===== config.mk =====
export PLATFORM = sky130hd
export DESIGN_NAME = sia_queue
export DESIGN_NICKNAME = d
export VERILOG_FILES = /design/src/hw/rtl/sia_pkg.sv /design/src/hw/rtl/sia_queue.sv
export SDC_FILE = /design/constraint.sdc
export NUM_CORES = 1
export LEC_CHECK = 0
export BUFFER_PORTS_ARGS = -buffer_cell sky130_fd_sc_hd__buf_2
export CAP_MARGIN = 0
export CORE_MARGIN = 1
export CORE_UTILIZATION = 51
export DETAILED_ROUTE_END_ITERATION = 8
export PLACE_DENSITY = 0.76
export SETUP_SLACK_MARGIN = 0.2
export SLEW_MARGIN = 25
export SYNTH_ARGS = -nofsm -noshare
export SYNTH_HDL_FRONTEND = slang
export SYNTH_SLANG_ARGS = --single-unit
export TNS_END_PERCENT = 1

===== constraint.sdc =====
create_clock -name clk -period 3.9 [get_ports clk]
set_input_delay 0.585 -clock clk [delete_from_list [all_inputs] [get_ports clk]]
set_output_delay 0.585 -clock clk [all_outputs]
set_load 0.02 [all_outputs]

===== src/hw/rtl/sia_pkg.sv =====
package sia_pkg;

  localparam int DATA_W      = 16;
  localparam int WORD_W      = 32;
  localparam int DIV_W       = 32;
  localparam int QUEUE_DEPTH = 4;
  localparam int QPTR_W      = 2;

  localparam int SHIFT_MAX   = 31;
  localparam int JI_SCALE    = 1684;
  localparam int JI_LIMIT    = 1683;
  localparam int JI_FOLD_W   = 11;
  localparam int MS_FACTOR   = 1000;
  localparam int MSPB_MIN    = 2;
  localparam int MSPB_MAX    = 1000;
  localparam int MSPB_BPM_W  = 10;
  localparam int MSPB_T_W    = 25;
  // (a << 20) / 60 is a * 17476 + floor(a * 17480 / 2^16) for a in 2..1000.
  localparam int MSPB_REC_A  = 17476;
  localparam int MSPB_REC_B  = 17480;
  localparam int MSPB_SHIFT  = 11;

  typedef enum logic [4:0] {
    OP_ADD     = 5'd0,
    OP_SUB     = 5'd1,
    OP_MUL     = 5'd2,
    OP_DIV     = 5'd3,
    OP_MOD     = 5'd4,
    OP_MIN     = 5'd5,
    OP_MAX     = 5'd6,
    OP_LIM     = 5'd7,
    OP_WRAP    = 5'd8,
    OP_QT      = 5'd9,
    OP_AVG     = 5'd10,
    OP_EQ      = 5'd11,
    OP_NE      = 5'd12,
    OP_LT      = 5'd13,
    OP_GT      = 5'd14,
    OP_LTE     = 5'd15,
    OP_GTE     = 5'd16,
    OP_NZ      = 5'd17,
    OP_EZ      = 5'd18,
    OP_RSH     = 5'd19,
    OP_LSH     = 5'd20,
    OP_ABS     = 5'd21,
    OP_AND     = 5'd22,
    OP_OR      = 5'd23,
    OP_JI      = 5'd24,
    OP_RESCALE = 5'd25,
    OP_MSPB    = 5'd26
  } action_t;

  typedef enum logic [2:0] {
    POST_DIV,
    POST_MOD,
    POST_WRAP,
    POST_QT,
    POST_JI,
    POST_SCALE,
    POST_MSPB
  } post_op_t;

  // One classified transaction as it waits between front and back.
  typedef struct packed {
    logic              use_div;
    post_op_t          post;
    logic [DATA_W-1:0] simple;
    logic [WORD_W-1:0] dvd;
    logic [WORD_W-1:0] dvs;
    logic [DATA_W-1:0] aux;
  } item_t;

  typedef struct packed {
    logic full;
    logic empty;
  } mq_stat_t;

  // Context that travels alongside the divider stages.
  typedef struct packed {
    logic              use_div;
    post_op_t          post;
    logic [DATA_W-1:0] simple;
    logic [DATA_W-1:0] aux;
    logic              qneg;
    logic              rneg;
    logic              dvs_neg;
    logic [WORD_W-1:0] dvs_mag;
  } ctx_t;

endpackage


===== src/hw/rtl/sia_queue.sv =====
module sia_queue (
  input  logic              clk,
  input  logic              rst,
  input  logic              push,
  input  sia_pkg::item_t    push_item,
  input  logic              pop,
  output sia_pkg::item_t    head,
  output sia_pkg::mq_stat_t stat
);

  sia_pkg::item_t                mem [sia_pkg::QUEUE_DEPTH];
  logic [sia_pkg::QPTR_W-1:0]    wr_ptr, rd_ptr;
  logic [sia_pkg::QPTR_W:0]      count;
  logic                          do_push, do_pop;

  assign stat.full  = (count == (sia_pkg::QPTR_W + 1)'(sia_pkg::QUEUE_DEPTH));
  assign stat.empty = (count == '0);
  assign do_push    = push && !stat.full;
  assign do_pop     = pop && !stat.empty;
  assign head       = mem[rd_ptr];

  always_ff @(posedge clk) begin
    if (rst) begin
      wr_ptr <= '0;
      rd_ptr <= '0;
      count  <= '0;
    end else begin
      if (do_push) begin
        wr_ptr <= wr_ptr + 1'b1;
      end
      if (do_pop) begin
        rd_ptr <= rd_ptr + 1'b1;
      end
      if (do_push && !do_pop) begin
        count <= count + 1'b1;
      end else if (do_pop && !do_push) begin
        count <= count - 1'b1;
      end
    end
  end

  always_ff @(posedge clk) begin
    if (do_push) begin
      mem[wr_ptr] <= push_item;
    end
  end

endmodule


# Word-level counts from Yosys, hierarchy flattened

Memory sizes are Yosys's and may differ from the RTL's. A register that Yosys moved wholly into a read port is not among the register bits.
Cells that the tools add are included.

Bits of input ports: 104
Output and inout port bits: 102
Register bits: 7
Memories kept: 1
Memory bits (writable): 400
Word-level logic and storage cells: 25

Mux-type cells: 6
Equality and inequality tests: 1
Add/subtract/negate cells: 4
Reductions and logical operators: 10

Memories:

| name | depth | width | read ports | clocked after memory_dff | write ports | line            | RTL |
|---|---|---|---|---|---|---|---|
| mem  | 4     | 100   | 1          | 1                        | 1           | sia_queue.sv:11 | `sia_pkg::item_t mem [sia_pkg::QUEUE_DEPTH];` |

Operators by type and width:

| cell                                              | count |
|---|---|
| 2-to-1 mux 3 bit                                  | 2 |
| adder 2 x 1 -> 2 bit (second input constant)      | 2 |
| logical AND 1 bit                                 | 4 |
| zero test 1 bit                                   | 4 |
| 2-to-1 mux 2 bit                                  | 2 |
| adder 3 x 1 -> 3 bit (second input constant)      | 1 |
| equality test 3 bit (second input constant)       | 1 |
| zero test 3 bit                                   | 1 |
| subtractor 3 x 1 -> 3 bit (second input constant) | 1 |
| 2-to-1 mux 1 bit                                  | 2 |
| nonzero test 2 bit                                | 1 |

# Longest topological paths before layout

Depth after elaboration: 7
Mapped depth: 8
Mapped depth without buffers: 8

# Worst setup path before layout

OpenSTA, ideal clock, no wires.

Kind: input to register
Start point: input push
End point: memory mem[2][0] (netlist bit) (enable)
Arrival: 3.236 ns
Required time: 3.430 ns
Setup slack: 0.194 ns
Stages on the path: 3
Cell sequence: inv_1 nor2_1 and2_1

Word-level cells in the longest chain between the ends: 3

RTL lines:

| what                                   | line            | RTL |
|---|---|---|
| from (decl)                            | sia_queue.sv:4  | `input logic push,` |
| logical AND 1 bit                      | sia_queue.sv:18 | `assign do_push = push && !stat.full;` |
| named net do_push                      | sia_queue.sv:14 | `logic do_push, do_pop;` |
| 2-to-1 mux 1 bit                       | sia_queue.sv:43 | `if (do_push) begin` |
| 2-to-1 mux 1 bit (not written as such) | sia_queue.sv:44 | `mem[wr_ptr] <= push_item;` |
| to (decl)                              | sia_queue.sv:11 |  |

The timed path passes the listed nets, and every way through them passes these cells.

==> flow_summary_export.csv <==
group,metric,value,unit
final_layout,area_growth,18.6,%
critical_path,critical_path_buf_inv_count,2,
detailed_routing,drt_first_iter_violations,538,
sta,hold_slack,280,ps
logic_synthesis,syn_inst,570,
critical_path,endpoint,"head[63]",
clock_network,clock_latency,510,ps
logic_synthesis,yosys_warnings,0,
placement,pre_cts_ws,1360,ps
grt,grt-ovfl-total,0,
sta,tns,0,ps
die,die-width,173,um
critical_path,cp.arrival,2410,ps
detailed_routing,firstDrtPassIters,4,
logic_synthesis,ys.flop_type,"edfxtp_1",
placement,io_buffers,205,
status,status,"complete, no violations",
sta,drv_slew,0,
detailed_routing,wirelength,26800,um
critical_path,required,3310,ps
critical_path,max_stage_delay,750,ps
sta,setup_slack,901,ps
sta,finalSetupViolations,0,
sta,slew_headroom,57.5,%
detailed_routing,vias,6645,
detailed_routing,viasPerCell,5.42,
sta,fin_crit,3000,ps
clock_network,cts.repair.resized,0,
flow_run,drv_cap,0,
detailed_routing,final_antenna_net_count,0,
pwr,clkPwrFrac,31.4,%
clock_network,clockRootBuffer,"clkbuf_16",
critical_path,ff2ff_setup_slack,1560,ps
sta,fmax,0.333,GHz
critical_path,cp.depth,3,
placement,post_dp_cell_area,0.0164,mm2
die,initial_utilization,52.1,%
clock_network,clock-sinks,409,
pwr,combPwrFrac,23.5,%
grt,grt_pass1_wl,41300,um
logic_synthesis,synth_edf_count,400,
critical_path,r2r_end,"count[2]$_SDFFE_PP0P_",
worst_hold_path,hold_path_class,"primary input to flip-flop",
pwr,power_density,685,mW/mm2
logic_synthesis,netlist_area,0.0150,mm2
clock_network,cts_max_level,2,
grt,grt_pass1_vias,7087,
critical_path,worstPathCellList,"buf_12 > mux4_2 > buf_2",
logic_synthesis,synth_nets,680,
critical_path,cp_slowest_cell,"dfxtp_4",
pwr,max-vdd-ir-drop,0.473,mV
logic_synthesis,async_flop_share,0,%
sta,fin_crit_sh,76.9,%
grt,grt_max_degree,65,
pwr,p_sw,3340,uW
critical_path,crit_type,"flip-flop to output pin",
die,core_area,0.0288,mm2
logic_synthesis,synth_seq_cells,409,
placement,hpwl,15700,um
die,dieArea,0.0301,mm2
grt,busiest_layer,"met2",
die,rows,62,
sta,worstMarginPinSlew,637,ps
critical_path,critical-path-top-delay-family,"flip-flops",
critical_path,cp_max_fo,34,
clock_network,cts_setup_buffers,0,
pwr,swShare,27.5,%
grt,groute.usage.overall,18.3,%
logic_synthesis,syn_area_per_cell,26.3,um2
grt,use_met2,30.6,%
critical_path,r2r_start,"count[0]$_SDFFE_PP0P_",
sta,rsz0062_at_grt,"no",
clock_network,cts_tree,"done",
die,die_h,173,um
critical_path,worstSetupStartpointType,"flip-flop",
pwr,p_int,8840,uW
clock_network,ctsHoldBuffers,0,
final_layout,multi_input_area,0.00253,mm2
clock_network,clk_pin_slew,60,ps
clock_network,cts_made_buffers,41,
logic_synthesis,synth_cell_type_count,23,
final_layout,final_net_count,920,
critical_path,end_kind,"output pin",
detailed_routing,wl_per_cell,21.9,um
placement,gp_congestion,0.713,
detailed_routing,drcViolationCount,0,
final_layout,stdcell_area,0.0178,mm2
critical_path,r2r.worst_path.cells,8,
worst_hold_path,hold_start,"push_item[16]",
sta,hold_viol_final,0,
final_layout,drive_gt1_share,46.0,%
logic_synthesis,synth-seq-area-share,81.3,%
grt,antenna_found_initial,4,
grt,use_met3,4.10,%
pwr,power.share.sequential,45.1,%
grt,use_met1,24.4,%
die,ios,206,
clock_network,clock_path_buffers,3,
final_layout,n_fill_cell,1924,
final_layout,final_cell_mix,"edfxtp_1 (400), buf_2 (205), mux4_2 (100), clkbuf_16 (43)",
final_layout,fin_util,61.8,%
pwr,leakagePower,0.00597,uW
sta,skew,9.34,ps
final_layout,final_common_cell,"edfxtp_1",
final_layout,final-seq-area,0.0122,mm2
## area by class of cell
| type | count | area share (%) |
|---|---|---|
| clock inverter | 20 | 1.13 |
| timing repair buffer | 220 | 6.90 |
| tap | 384 | 2.70 |
| sequential | 409 | 68.6 |
| clock buffer | 53 | 6.32 |
| antenna | 1 | 0.0141 |
| inverter | 4 | 0.0845 |
| multi-input combinational | 134 | 14.2 |
## power by group through the flow
| stage | logic, uW | registers [uW] | clock network, uW |
|---|---|---|---|
| after floorplan | 2260 | 5470 | 0 |
| after global placement | 2900 | 5570 | 0 |
| after detailed placement | 2920 | 5600 | 0 |
| after CTS | 2940 | 5510 | 3910 |
| after global routing | 3060 | 5540 | 4070 |
| final | 2860 | 5490 | 3820 |
## per-stage QoR
| step | cells | power, uW |
|---|---|---|
| 2_1_floorplan | 570 | 7730 |
| 3_3_place_gp | 1151 | 8470 |
| 3_5_place_dp | 1151 | 8520 |
| 4_1_cts | 1224 | 12300 |
| 5_1_grt | 1224 | 12700 |
| 6_report | 1225 | 12200 |
## worst min-delay path by stage
stage	cells after the start	to
after floorplan	2	wr_ptr[1]$_SDFFE_PP0P_
after global placement	2	wr_ptr[1]$_SDFFE_PP0P_
after detailed placement	2	wr_ptr[1]$_SDFFE_PP0P_
after CTS	1	mem[0][23]$_DFFE_PP_
after global routing	1	mem[1][23]$_DFFE_PP_
final	1	mem[1][16]$_DFFE_PP_
## Yosys cell counts (2+ instances only)
cell type / number / area share [%]
xor2_1: 4 / 0.23
edfxtp_1: 400 / 80
or3_1: 2 / 0.083
nor2_1: 6 / 0.15
o21ai_0: 2 / 0.067
ha_1: 5 / 0.42
nand2b_1: 2 / 0.083
buf_2: 10 / 0.33
mux4_2: 100 / 15
dfxtp_1: 9 / 1.2
buf_12: 10 / 1.3
mux2i_1: 2 / 0.13
inv_1: 4 / 0.10
a21oi_1: 2 / 0.067
and2_1: 4 / 0.17
## state kept, by name (all words and copies together), names as in the netlist, named ones only
name,cells
count,3
mem,400
rd_ptr,2
wr_ptr,2
## layer usage
metal	routed length [um]	share of wire (%)
met5	23	0.086
met3	1540	5.7
met2	13700	51
met1	11100	41
met4	527	2.0
## worst reg2reg max path: stages (launching register included)
cell,delay [ps]
dfxtp_1,480
nor3b_2,110
nor2_1,370
ha_1,270
inv_1,70
fa_1,370
xor2_1,170
or3_1,310
a21oi_1,140
## cell families (layout without fill, tap and decap cells)
| group | after synthesis | count (layout) | synth area share [%] |
|---|---|---|---|
| AOI/OAI and AO/OA | 6 | 6 | 0.242 |
| and+or+nand+nor | 16 | 16 | 0.601 |
| DFF | 409 | 409 | 81.3 |
| adders and majority gates | 6 | 6 | 0.551 |
| muxes | 102 | 102 | 15.2 |
| buffers and inverters | 27 | 297 | 1.89 |
| xor gates and xnor gates | 4 | 4 | 0.234 |
| other | 0 | 1 | 0 |
No activity file was read; power rests on OpenSTA's default activity.
