## config.mk

```make
export PLATFORM = sky130hd
export DESIGN_NAME = sia_front
export DESIGN_NICKNAME = d
export VERILOG_FILES = /design/src/hw/rtl/sia_pkg.sv /design/src/hw/rtl/sia_front.sv
export SDC_FILE = /design/constraint.sdc
export NUM_CORES = 2
export LEC_CHECK = 0
export ABC_AREA = 1
export BUFFER_PORTS_ARGS = -buffer_cell sky130_fd_sc_hd__buf_4
export CAP_MARGIN = 20
export CORE_MARGIN = 2
export CORE_UTILIZATION = 25
export DETAILED_ROUTE_END_ITERATION = 10
export PLACE_DENSITY_LB_ADDON = 0.08
export SLEW_MARGIN = 5
export SYNTH_ARGS = -nofsm -noshare
export SYNTH_HDL_FRONTEND = slang
export SYNTH_SLANG_ARGS = --single-unit
```

## constraint.sdc

```tcl
create_clock -name clk -period 13.35 [get_ports clk]
set_input_delay 4.005 -clock clk [delete_from_list [all_inputs] [get_ports clk]]
set_output_delay 4.005 -clock clk [all_outputs]
set_load 0.05 [all_outputs]
```

## src/hw/rtl/sia_pkg.sv

```systemverilog
package sia_pkg;

  localparam int DATA_W      = 16;
  localparam int WORD_W      = 32;
  localparam int DIV_W       = 32;
  localparam int QUEUE_DEPTH = 4;
  localparam int QPTR_W      = 2;

  localparam int SHIFT_MAX   = 31;
  localparam int JI_SCALE    = 1684;
  localparam int JI_LIMIT    = 1683;
  localparam int JI_FOLD_W   = 11;
  localparam int MS_FACTOR   = 1000;
  localparam int MSPB_MIN    = 2;
  localparam int MSPB_MAX    = 1000;
  localparam int MSPB_BPM_W  = 10;
  localparam int MSPB_T_W    = 25;
  // (a << 20) / 60 is a * 17476 + floor(a * 17480 / 2^16) for a in 2..1000.
  localparam int MSPB_REC_A  = 17476;
  localparam int MSPB_REC_B  = 17480;
  localparam int MSPB_SHIFT  = 11;

  typedef enum logic [4:0] {
    OP_ADD     = 5'd0,
    OP_SUB     = 5'd1,
    OP_MUL     = 5'd2,
    OP_DIV     = 5'd3,
    OP_MOD     = 5'd4,
    OP_MIN     = 5'd5,
    OP_MAX     = 5'd6,
    OP_LIM     = 5'd7,
    OP_WRAP    = 5'd8,
    OP_QT      = 5'd9,
    OP_AVG     = 5'd10,
    OP_EQ      = 5'd11,
    OP_NE      = 5'd12,
    OP_LT      = 5'd13,
    OP_GT      = 5'd14,
    OP_LTE     = 5'd15,
    OP_GTE     = 5'd16,
    OP_NZ      = 5'd17,
    OP_EZ      = 5'd18,
    OP_RSH     = 5'd19,
    OP_LSH     = 5'd20,
    OP_ABS     = 5'd21,
    OP_AND     = 5'd22,
    OP_OR      = 5'd23,
    OP_JI      = 5'd24,
    OP_RESCALE = 5'd25,
    OP_MSPB    = 5'd26
  } action_t;

  typedef enum logic [2:0] {
    POST_DIV,
    POST_MOD,
    POST_WRAP,
    POST_QT,
    POST_JI,
    POST_SCALE,
    POST_MSPB
  } post_op_t;

  // One classified transaction as it waits between front and back.
  typedef struct packed {
    logic              use_div;
    post_op_t          post;
    logic [DATA_W-1:0] simple;
    logic [WORD_W-1:0] dvd;
    logic [WORD_W-1:0] dvs;
    logic [DATA_W-1:0] aux;
  } item_t;

  typedef struct packed {
    logic full;
    logic empty;
  } mq_stat_t;

  // Context that travels alongside the divider stages.
  typedef struct packed {
    logic              use_div;
    post_op_t          post;
    logic [DATA_W-1:0] simple;
    logic [DATA_W-1:0] aux;
    logic              qneg;
    logic              rneg;
    logic              dvs_neg;
    logic [WORD_W-1:0] dvs_mag;
  } ctx_t;

endpackage

```

## src/hw/rtl/sia_front.sv

```systemverilog
module sia_front (
  input  logic                     clk,
  input  logic                     rst,
  input  logic                     push,
  output logic                     full,
  input  logic [4:0]               action,
  input  logic signed [15:0]       arg_first,
  input  logic signed [15:0]       arg_second,
  input  logic signed [15:0]       arg_third,
  input  logic signed [15:0]       arg_fourth,
  input  logic signed [15:0]       arg_fifth,
  input  sia_pkg::mq_stat_t        mq_stat,
  output logic                     f_valid,
  output sia_pkg::item_t           f_item
);

  logic signed [15:0] a, b, c, d, e;
  logic [4:0]         sc;
  logic signed [31:0] prod_ab;
  logic signed [16:0] d1, d2, den, x, sum_ab;
  logic signed [33:0] p_scale;
  logic signed [15:0] lo, hi;
  logic signed [17:0] n;
  logic [sia_pkg::MSPB_BPM_W-1:0] ac;
  logic [sia_pkg::MSPB_T_W-1:0]   t_hi, t_wide, t;
  logic               accept;
  sia_pkg::item_t     item;

  assign a = arg_first;
  assign b = arg_second;
  assign c = arg_third;
  assign d = arg_fourth;
  assign e = arg_fifth;

  assign prod_ab = a * b;
  assign d1      = $signed({e[15], e}) - $signed({a[15], a});
  assign d2      = $signed({d[15], d}) - $signed({c[15], c});
  assign den     = $signed({b[15], b}) - $signed({a[15], a});
  assign p_scale = d1 * d2;
  assign sum_ab  = $signed({a[15], a}) + $signed({b[15], b});
  assign lo      = (b < c) ? b : c;
  assign hi      = (b < c) ? c : b;
  assign n       = $signed({{2{hi[15]}}, hi}) - $signed({{2{lo[15]}}, lo}) + 18'sd1;
  assign x       = $signed({a[15], a}) - $signed({lo[15], lo});

  always_comb begin
    if (b < 16'sd0) begin
      sc = 5'd0;
    end else if (b > 16'(sia_pkg::SHIFT_MAX)) begin
      sc = 5'(sia_pkg::SHIFT_MAX);
    end else begin
      sc = b[4:0];
    end
    if (a < 16'(sia_pkg::MSPB_MIN)) begin
      ac = sia_pkg::MSPB_BPM_W'(sia_pkg::MSPB_MIN);
    end else if (a > 16'(sia_pkg::MSPB_MAX)) begin
      ac = sia_pkg::MSPB_BPM_W'(sia_pkg::MSPB_MAX);
    end else begin
      ac = a[sia_pkg::MSPB_BPM_W-1:0];
    end
  end

  assign t_hi   = sia_pkg::MSPB_T_W'(ac) * sia_pkg::MSPB_T_W'(sia_pkg::MSPB_REC_A);
  assign t_wide = sia_pkg::MSPB_T_W'(ac) * sia_pkg::MSPB_T_W'(sia_pkg::MSPB_REC_B);
  assign t      = t_hi + sia_pkg::MSPB_T_W'(t_wide[sia_pkg::MSPB_T_W-1:16]);

  always_comb begin
    item         = '0;
    item.post    = sia_pkg::POST_DIV;
    case (action)
      sia_pkg::OP_ADD: item.simple = a + b;
      sia_pkg::OP_SUB: item.simple = a - b;
      sia_pkg::OP_MUL: item.simple = prod_ab[15:0];
      sia_pkg::OP_DIV, sia_pkg::OP_MOD: begin
        if (b != 16'sd0) begin
          item.use_div = 1'b1;
          item.post    = (action == sia_pkg::OP_DIV) ? sia_pkg::POST_DIV : sia_pkg::POST_MOD;
          item.dvd     = {{16{a[15]}}, a};
          item.dvs     = {{16{b[15]}}, b};
        end
      end
      sia_pkg::OP_MIN: item.simple = (b > a) ? a : b;
      sia_pkg::OP_MAX: item.simple = (a > b) ? a : b;
      sia_pkg::OP_LIM: item.simple = (a < b) ? b : ((a > c) ? c : a);
      sia_pkg::OP_WRAP: begin
        item.use_div = 1'b1;
        item.post    = sia_pkg::POST_WRAP;
        item.dvd     = {{15{x[16]}}, x};
        item.dvs     = {{14{n[17]}}, n};
        item.aux     = lo;
      end
      sia_pkg::OP_QT: begin
        if (b != 16'sd0) begin
          item.use_div = 1'b1;
          item.post    = sia_pkg::POST_QT;
          item.dvd     = {{16{a[15]}}, a};
          item.dvs     = {{16{b[15]}}, b};
          item.aux     = a;
        end
      end
      sia_pkg::OP_AVG: item.simple = sum_ab[16:1];
      sia_pkg::OP_EQ:  item.simple = {15'd0, a == b};
      sia_pkg::OP_NE:  item.simple = {15'd0, a != b};
      sia_pkg::OP_LT:  item.simple = {15'd0, a < b};
      sia_pkg::OP_GT:  item.simple = {15'd0, a > b};
      sia_pkg::OP_LTE: item.simple = {15'd0, a <= b};
      sia_pkg::OP_GTE: item.simple = {15'd0, a >= b};
      sia_pkg::OP_NZ:  item.simple = {15'd0, a != 16'sd0};
      sia_pkg::OP_EZ:  item.simple = {15'd0, a == 16'sd0};
      sia_pkg::OP_RSH: item.simple = a >>> sc;
      sia_pkg::OP_LSH: item.simple = a << sc;
      sia_pkg::OP_ABS: item.simple = a[15] ? -a : a;
      sia_pkg::OP_AND: item.simple = {15'd0, (a > 16'sd0) && (b > 16'sd0)};
      sia_pkg::OP_OR:  item.simple = {15'd0, (a > 16'sd0) || (b > 16'sd0)};
      sia_pkg::OP_JI: begin
        if (a != 16'sd0 && b != 16'sd0) begin
          item.use_div = 1'b1;
          item.post    = sia_pkg::POST_JI;
          item.dvd     = {{8{a[15]}}, a, 8'd0};
          item.dvs     = {{16{b[15]}}, b};
        end
      end
      sia_pkg::OP_RESCALE: begin
        if (den != 17'sd0) begin
          item.use_div = 1'b1;
          item.post    = sia_pkg::POST_SCALE;
          item.dvd     = p_scale[31:0];
          item.dvs     = {{15{den[16]}}, den};
          item.aux     = c;
        end
      end
      sia_pkg::OP_MSPB: begin
        item.use_div = 1'b1;
        item.post    = sia_pkg::POST_MSPB;
        item.dvd     = 32'h8000_0000;
        item.dvs     = {{(32 - sia_pkg::MSPB_T_W){1'b0}}, t};
      end
      default: item.simple = '0;
    endcase
  end

  assign full   = f_valid && mq_stat.full;
  assign accept = push && !full;

  always_ff @(posedge clk) begin
    if (rst) begin
      f_valid <= 1'b0;
    end else if (accept) begin
      f_valid <= 1'b1;
    end else if (!mq_stat.full) begin
      f_valid <= 1'b0;
    end
  end

  always_ff @(posedge clk) begin
    if (accept) begin
      f_item <= item;
    end
  end

endmodule

```

Word-level counts from Yosys, hierarchy flattened:

Cells that the tools add are included.
W data, S select, Z words.

* input bits: 90
* word-level logic and storage cells: 104
* register bits after elaboration: 101
* output and inout port bits: 102

* shift operators: 2
* multiply operators: 4
* reductions and logical operators: 12
* equality and inequality tests: 29
* multiplexer cells: 26
* $lt $le $gt $ge: 13
* add/subtract/negate cells: 11

Operator list (number)
* $pmux W64 S6: 1
* $pmux W16 S20: 1
* $mux W80: 2
* $mux W64: 2
* $mux W16: 7
* $sub A16 B16 Y17: 5
* $eq A5 B5 Y1 const B: 11
* $gt A16 B16 Y1: 3
* $pmux W16 S3: 1
* $eq A5 B4 Y1 const B: 8
* $gt A16 B1 Y1 const B: 2
* $lt A16 B16 Y1: 2
* $mul A17 B17 Y32: 1
* $reduce_bool A16 Y1: 2
* $add A25 B9 Y25: 1
* $pmux W4 S6: 1
* $mul A10 B13 Y23 const B: 1
* $mul A10 B12 Y22 const B: 1
* $eq A5 B3 Y1 const B: 4
* $mux W10: 2
* $add A17 B2 Y18 const B: 1
* $add A16 B16 Y17: 1
* $reduce_bool A17 Y1: 1
* $add A16 B16 Y16: 1
* 25 further kinds: 35

Depth between registers and ports, before layout:

* depth after elaboration: 6
* gate-level depth with buffers: 42
* mapped depth without buffers: 41

Worst setup path after synthesis:

OpenSTA, ideal clock, no wires.

* path kind: input-to-reg
* from: input arg_first[1]
* to: register f_item[76] (netlist name) (data pin)
* stages on the path: 33
* path slack: 1.986 ns
* required time: 13.096 ns
* buffers on the path: 3
* setup time: 0.254 ns
* arrival: 11.110 ns
* cells stage by stage: buf_2 > inv_1 > clkbuf_1 > fa_1 > nand2_1 > nand2_1 > nand3_1 > nand2_1 > nand2_1 > nand3_1 > nand2_1 > clkbuf_1 > nor2_1 > fa_1 > inv_1 > fa_1 > inv_1 > fa_1 > fa_1 > fa_1 > inv_1 > fa_1 > inv_1 > ha_1 > a21oi_1 > o21ai_0 > a21oi_1 > nand3_1 > nand3_1 > nand2_1 > or2_2 > nand3_1 > nand2_1

RTL lines
* start: declaration: line sia_front.sv:7 `input logic signed [15:0] arg_first,`
* end signal: assignment: line sia_front.sv:157 `f_item <= item;`
* end: declaration: line sia_front.sv:14 `output sia_pkg::item_t f_item`

==> flow_summary.json <==
{
  "cp_max_fo": 13,
  "postCtsSetupBuffers": 0,
  "async_flop_share": 0,
  "r2r_end": "f_item[62]$_DFFE_PP_",
  "ys_seq_elements": 95,
  "post_dp_cell_area_um2": 35520,
  "avgRoutedWirePerCell_um": 23.67,
  "grt_start_max_net_pins": 54,
  "grt_use_total": 0.2316,
  "worstSetupStartpointType": "primary input",
  "yosysSeqAreaShare": 0.08865,
  "yosysWarnings": 0,
  "r2r_cells": 5,
  "cts.sinks": 95,
  "drv_cap": 0,
  "netlist_area_um2": 32070,
  "dp_hpwl_um": 124800,
  "cpMaxStageDelayCell": "inv_1",
  "rrSetupSlack_ns": 11.09,
  "drtIter0Drc": 2834,
  "crit_path_end_kind": "flop",
  "first_pass_iters": 6,
  "synthTopCellsByArea": "fa_1 24%, ha_1 14%, nand2_1 13%, inv_1 10%, edfxtp_1 8.8%",
  "cp_common_cell": "inv_1",
  "initial_core_util": 0.2518,
  "path_class": "primary input to flop",
  "final_area_um2": 35840,
  "synthCells": 4669,
  "hold_depth": 2,
  "clock_tree.buffer_depth": 2,
  "fp.dieW_um": 362.1,
  "rsz0062_at_grt": "false",
  "hold_end": "f_valid$_SDFFE_PP0P_",
  "synth_top_area_share": 0.2360,
  "cts_resized": 0,
  "status": "complete, no violations",
  "gp_congestion": 0.9568,
  "antenna_found_initial": 8,
  "tightestPinTransition_ns": 0.9909,
  "max_freq_ghz": 0.08282,
  "drv_slew": 0,
  "layout_commonest_cell": "nand2_1",
  "synth_ff_type": "edfxtp_1",
  "cp.required_ns": 13.54,
  "ctsHoldBuffers": 0,
  "layout_common_cells": "1101 x nand2_1, 865 x inv_1, 412 x nor2_1, 378 x fa_1, 350 x ha_1",
  "yosys.area.top_type": "fa_1",
  "clkSlewWorstSetupHoldPaths_ns": 0.09,
  "cts_tree": "yes",
  "setup_viol": 0,
  "timing.hold.ws_ns": 0.4815,
  "fp-row-count": 131,
  "dieHeight_um": 362.1,
  "final_util": 0.2814,
  "numCtsBuffers": 9,
  "io_pins": 192,
  "routed_wl_um": 153300,
  "min_from": "f_valid$_SDFFE_PP0P_",
  "synth-edff-count": 94,
  "root_buffer": "clkbuf_16",
  "viasPerCell": 4.869,
  "port_buffers": 190,
  "drc": 0,
  "clock_latency_ns": 0.45,
  "avgSynthCellArea_um2": 6.868,
  "finalCriticalPeriod_ns": 12.08,
  "final.setup_skew_ns": 0.03247,
  "layout-drive-gt1-share": 0.08378,
  "critPathArrivalTime_ns": 12.26,
  "cts.htree.levels": 3,
  "yosys.cell_types.count": 63,
  "core_um2": 127400,
  "grt_pass1_vias": 30580,
  "ant_nets": 0,
  "grt_pass1_wl_um": 219700,
  "tns_ns": 0,
  "cp-startpoint": "arg_first[6]",
  "hold_class": "flop to flop",
  "fin_crit_sh": 0.9045,
  "synth_nets": 5487,
  "r2r_start": "f_valid$_SDFFE_PP0P_",
  "slew_headroom": 0.3378,
  "area_growth_pct": 11.78,
  "hold_viol": 0,
  "num_vias": 31530,
  "dieArea_um2": 131100,
  "nets": 5623,
  "slowest_delay_ns": 0.57,
  "overflow": 0
}
[worst max path at each step]
stage / slack (ns) / cells past startpoint / end
finish: 1.27 / 35 / f_item[79]$_DFFE_PP_
global route: 0.78 / 34 / f_item[73]$_DFFE_PP_
CTS: 1.25 / 34 / f_item[73]$_DFFE_PP_
detailed placement: 0.82 / 34 / f_item[73]$_DFFE_PP_
global placement: 0.80 / 34 / f_item[73]$_DFFE_PP_
floorplan: 1.99 / 33 / f_item[76]$_DFFE_PP_
[logic make-up (layout without fill, tap and decap cells)]
group	after synthesis	in the layout	synth area share
XOR/XNOR	106	106	0.02966
buffers and inverters	1064	1205	0.1293
AND/OR/NAND/NOR	1974	1974	0.2563
adder cells (fa/ha/maj)	728	728	0.3726
other	0	4	0
flip-flops	95	95	0.08865
AO/OA/AOI/OAI	702	702	0.1236
[registers in the layout (all words and copies together), names as in the netlist]
signal	count
f_item	94
f_valid	1
[layer usage]
metal | up-vias | part of all wire | global-route usage
met5 | - | 0.00025 | 0
met1 | 15480 | 0.50 | 0.3514
met4 | 6 | 0.022 | 0.04673
met3 | 105 | 0.060 | 0.03188
li1 | 15000 | - | -
met2 | 950 | 0.42 | 0.3453
[layout make-up]
type                            count  area [um^2]
Fill cell                       14370        91510
Multi-Input combinational cell   3510        25100
Inverter                          917         3443
Sequential cell                    95         2843
Tap cell                         1662         2079
Timing Repair Buffer              272         2054
Clock buffer                        9        225.2
Clock inverter                      7        86.33
Antenna cell                        4        10.01
[worst max-delay path, delay by kind of cell]
family                     cells  cell delay (ns)
adders and majority gates      8             4.05
and+or+nand+nor               13             1.67
buffers and inverters          9             1.33
AOI/OAI and AO/OA              5             1.18
[synthesized netlist by cell type (all sizes together), types with 3 or more instances]
cell / number
a221oi: 11
ha: 350
a211oi: 4
xnor2: 37
o21a: 5
o211ai: 26
o22ai: 10
a21oi: 303
a21o: 18
o31ai: 4
nor2: 429
nand2: 1111
clkbuf: 79
nand3: 293
nand3b: 23
clkinv: 16
or2: 28
a21boi: 3
xor2: 69
and3: 5
o2111ai: 12
fa: 378
inv: 901
o21ai: 260
a31oi: 14
nand4: 27
edfxtp: 94
buf: 68
o21bai: 22
nor4: 7
nor3: 49
[per-stage QoR]
stage	setup WS [ns]	cells
global placement	0.8018	6455
finish	1.275	6476
detailed placement	0.8162	6456
floorplan	1.986	4669
CTS	1.248	6472
global route	0.7839	6475
Power is not shown: default switching activity piles up to over one toggle a cycle in this logic, so the estimate is an artifact.
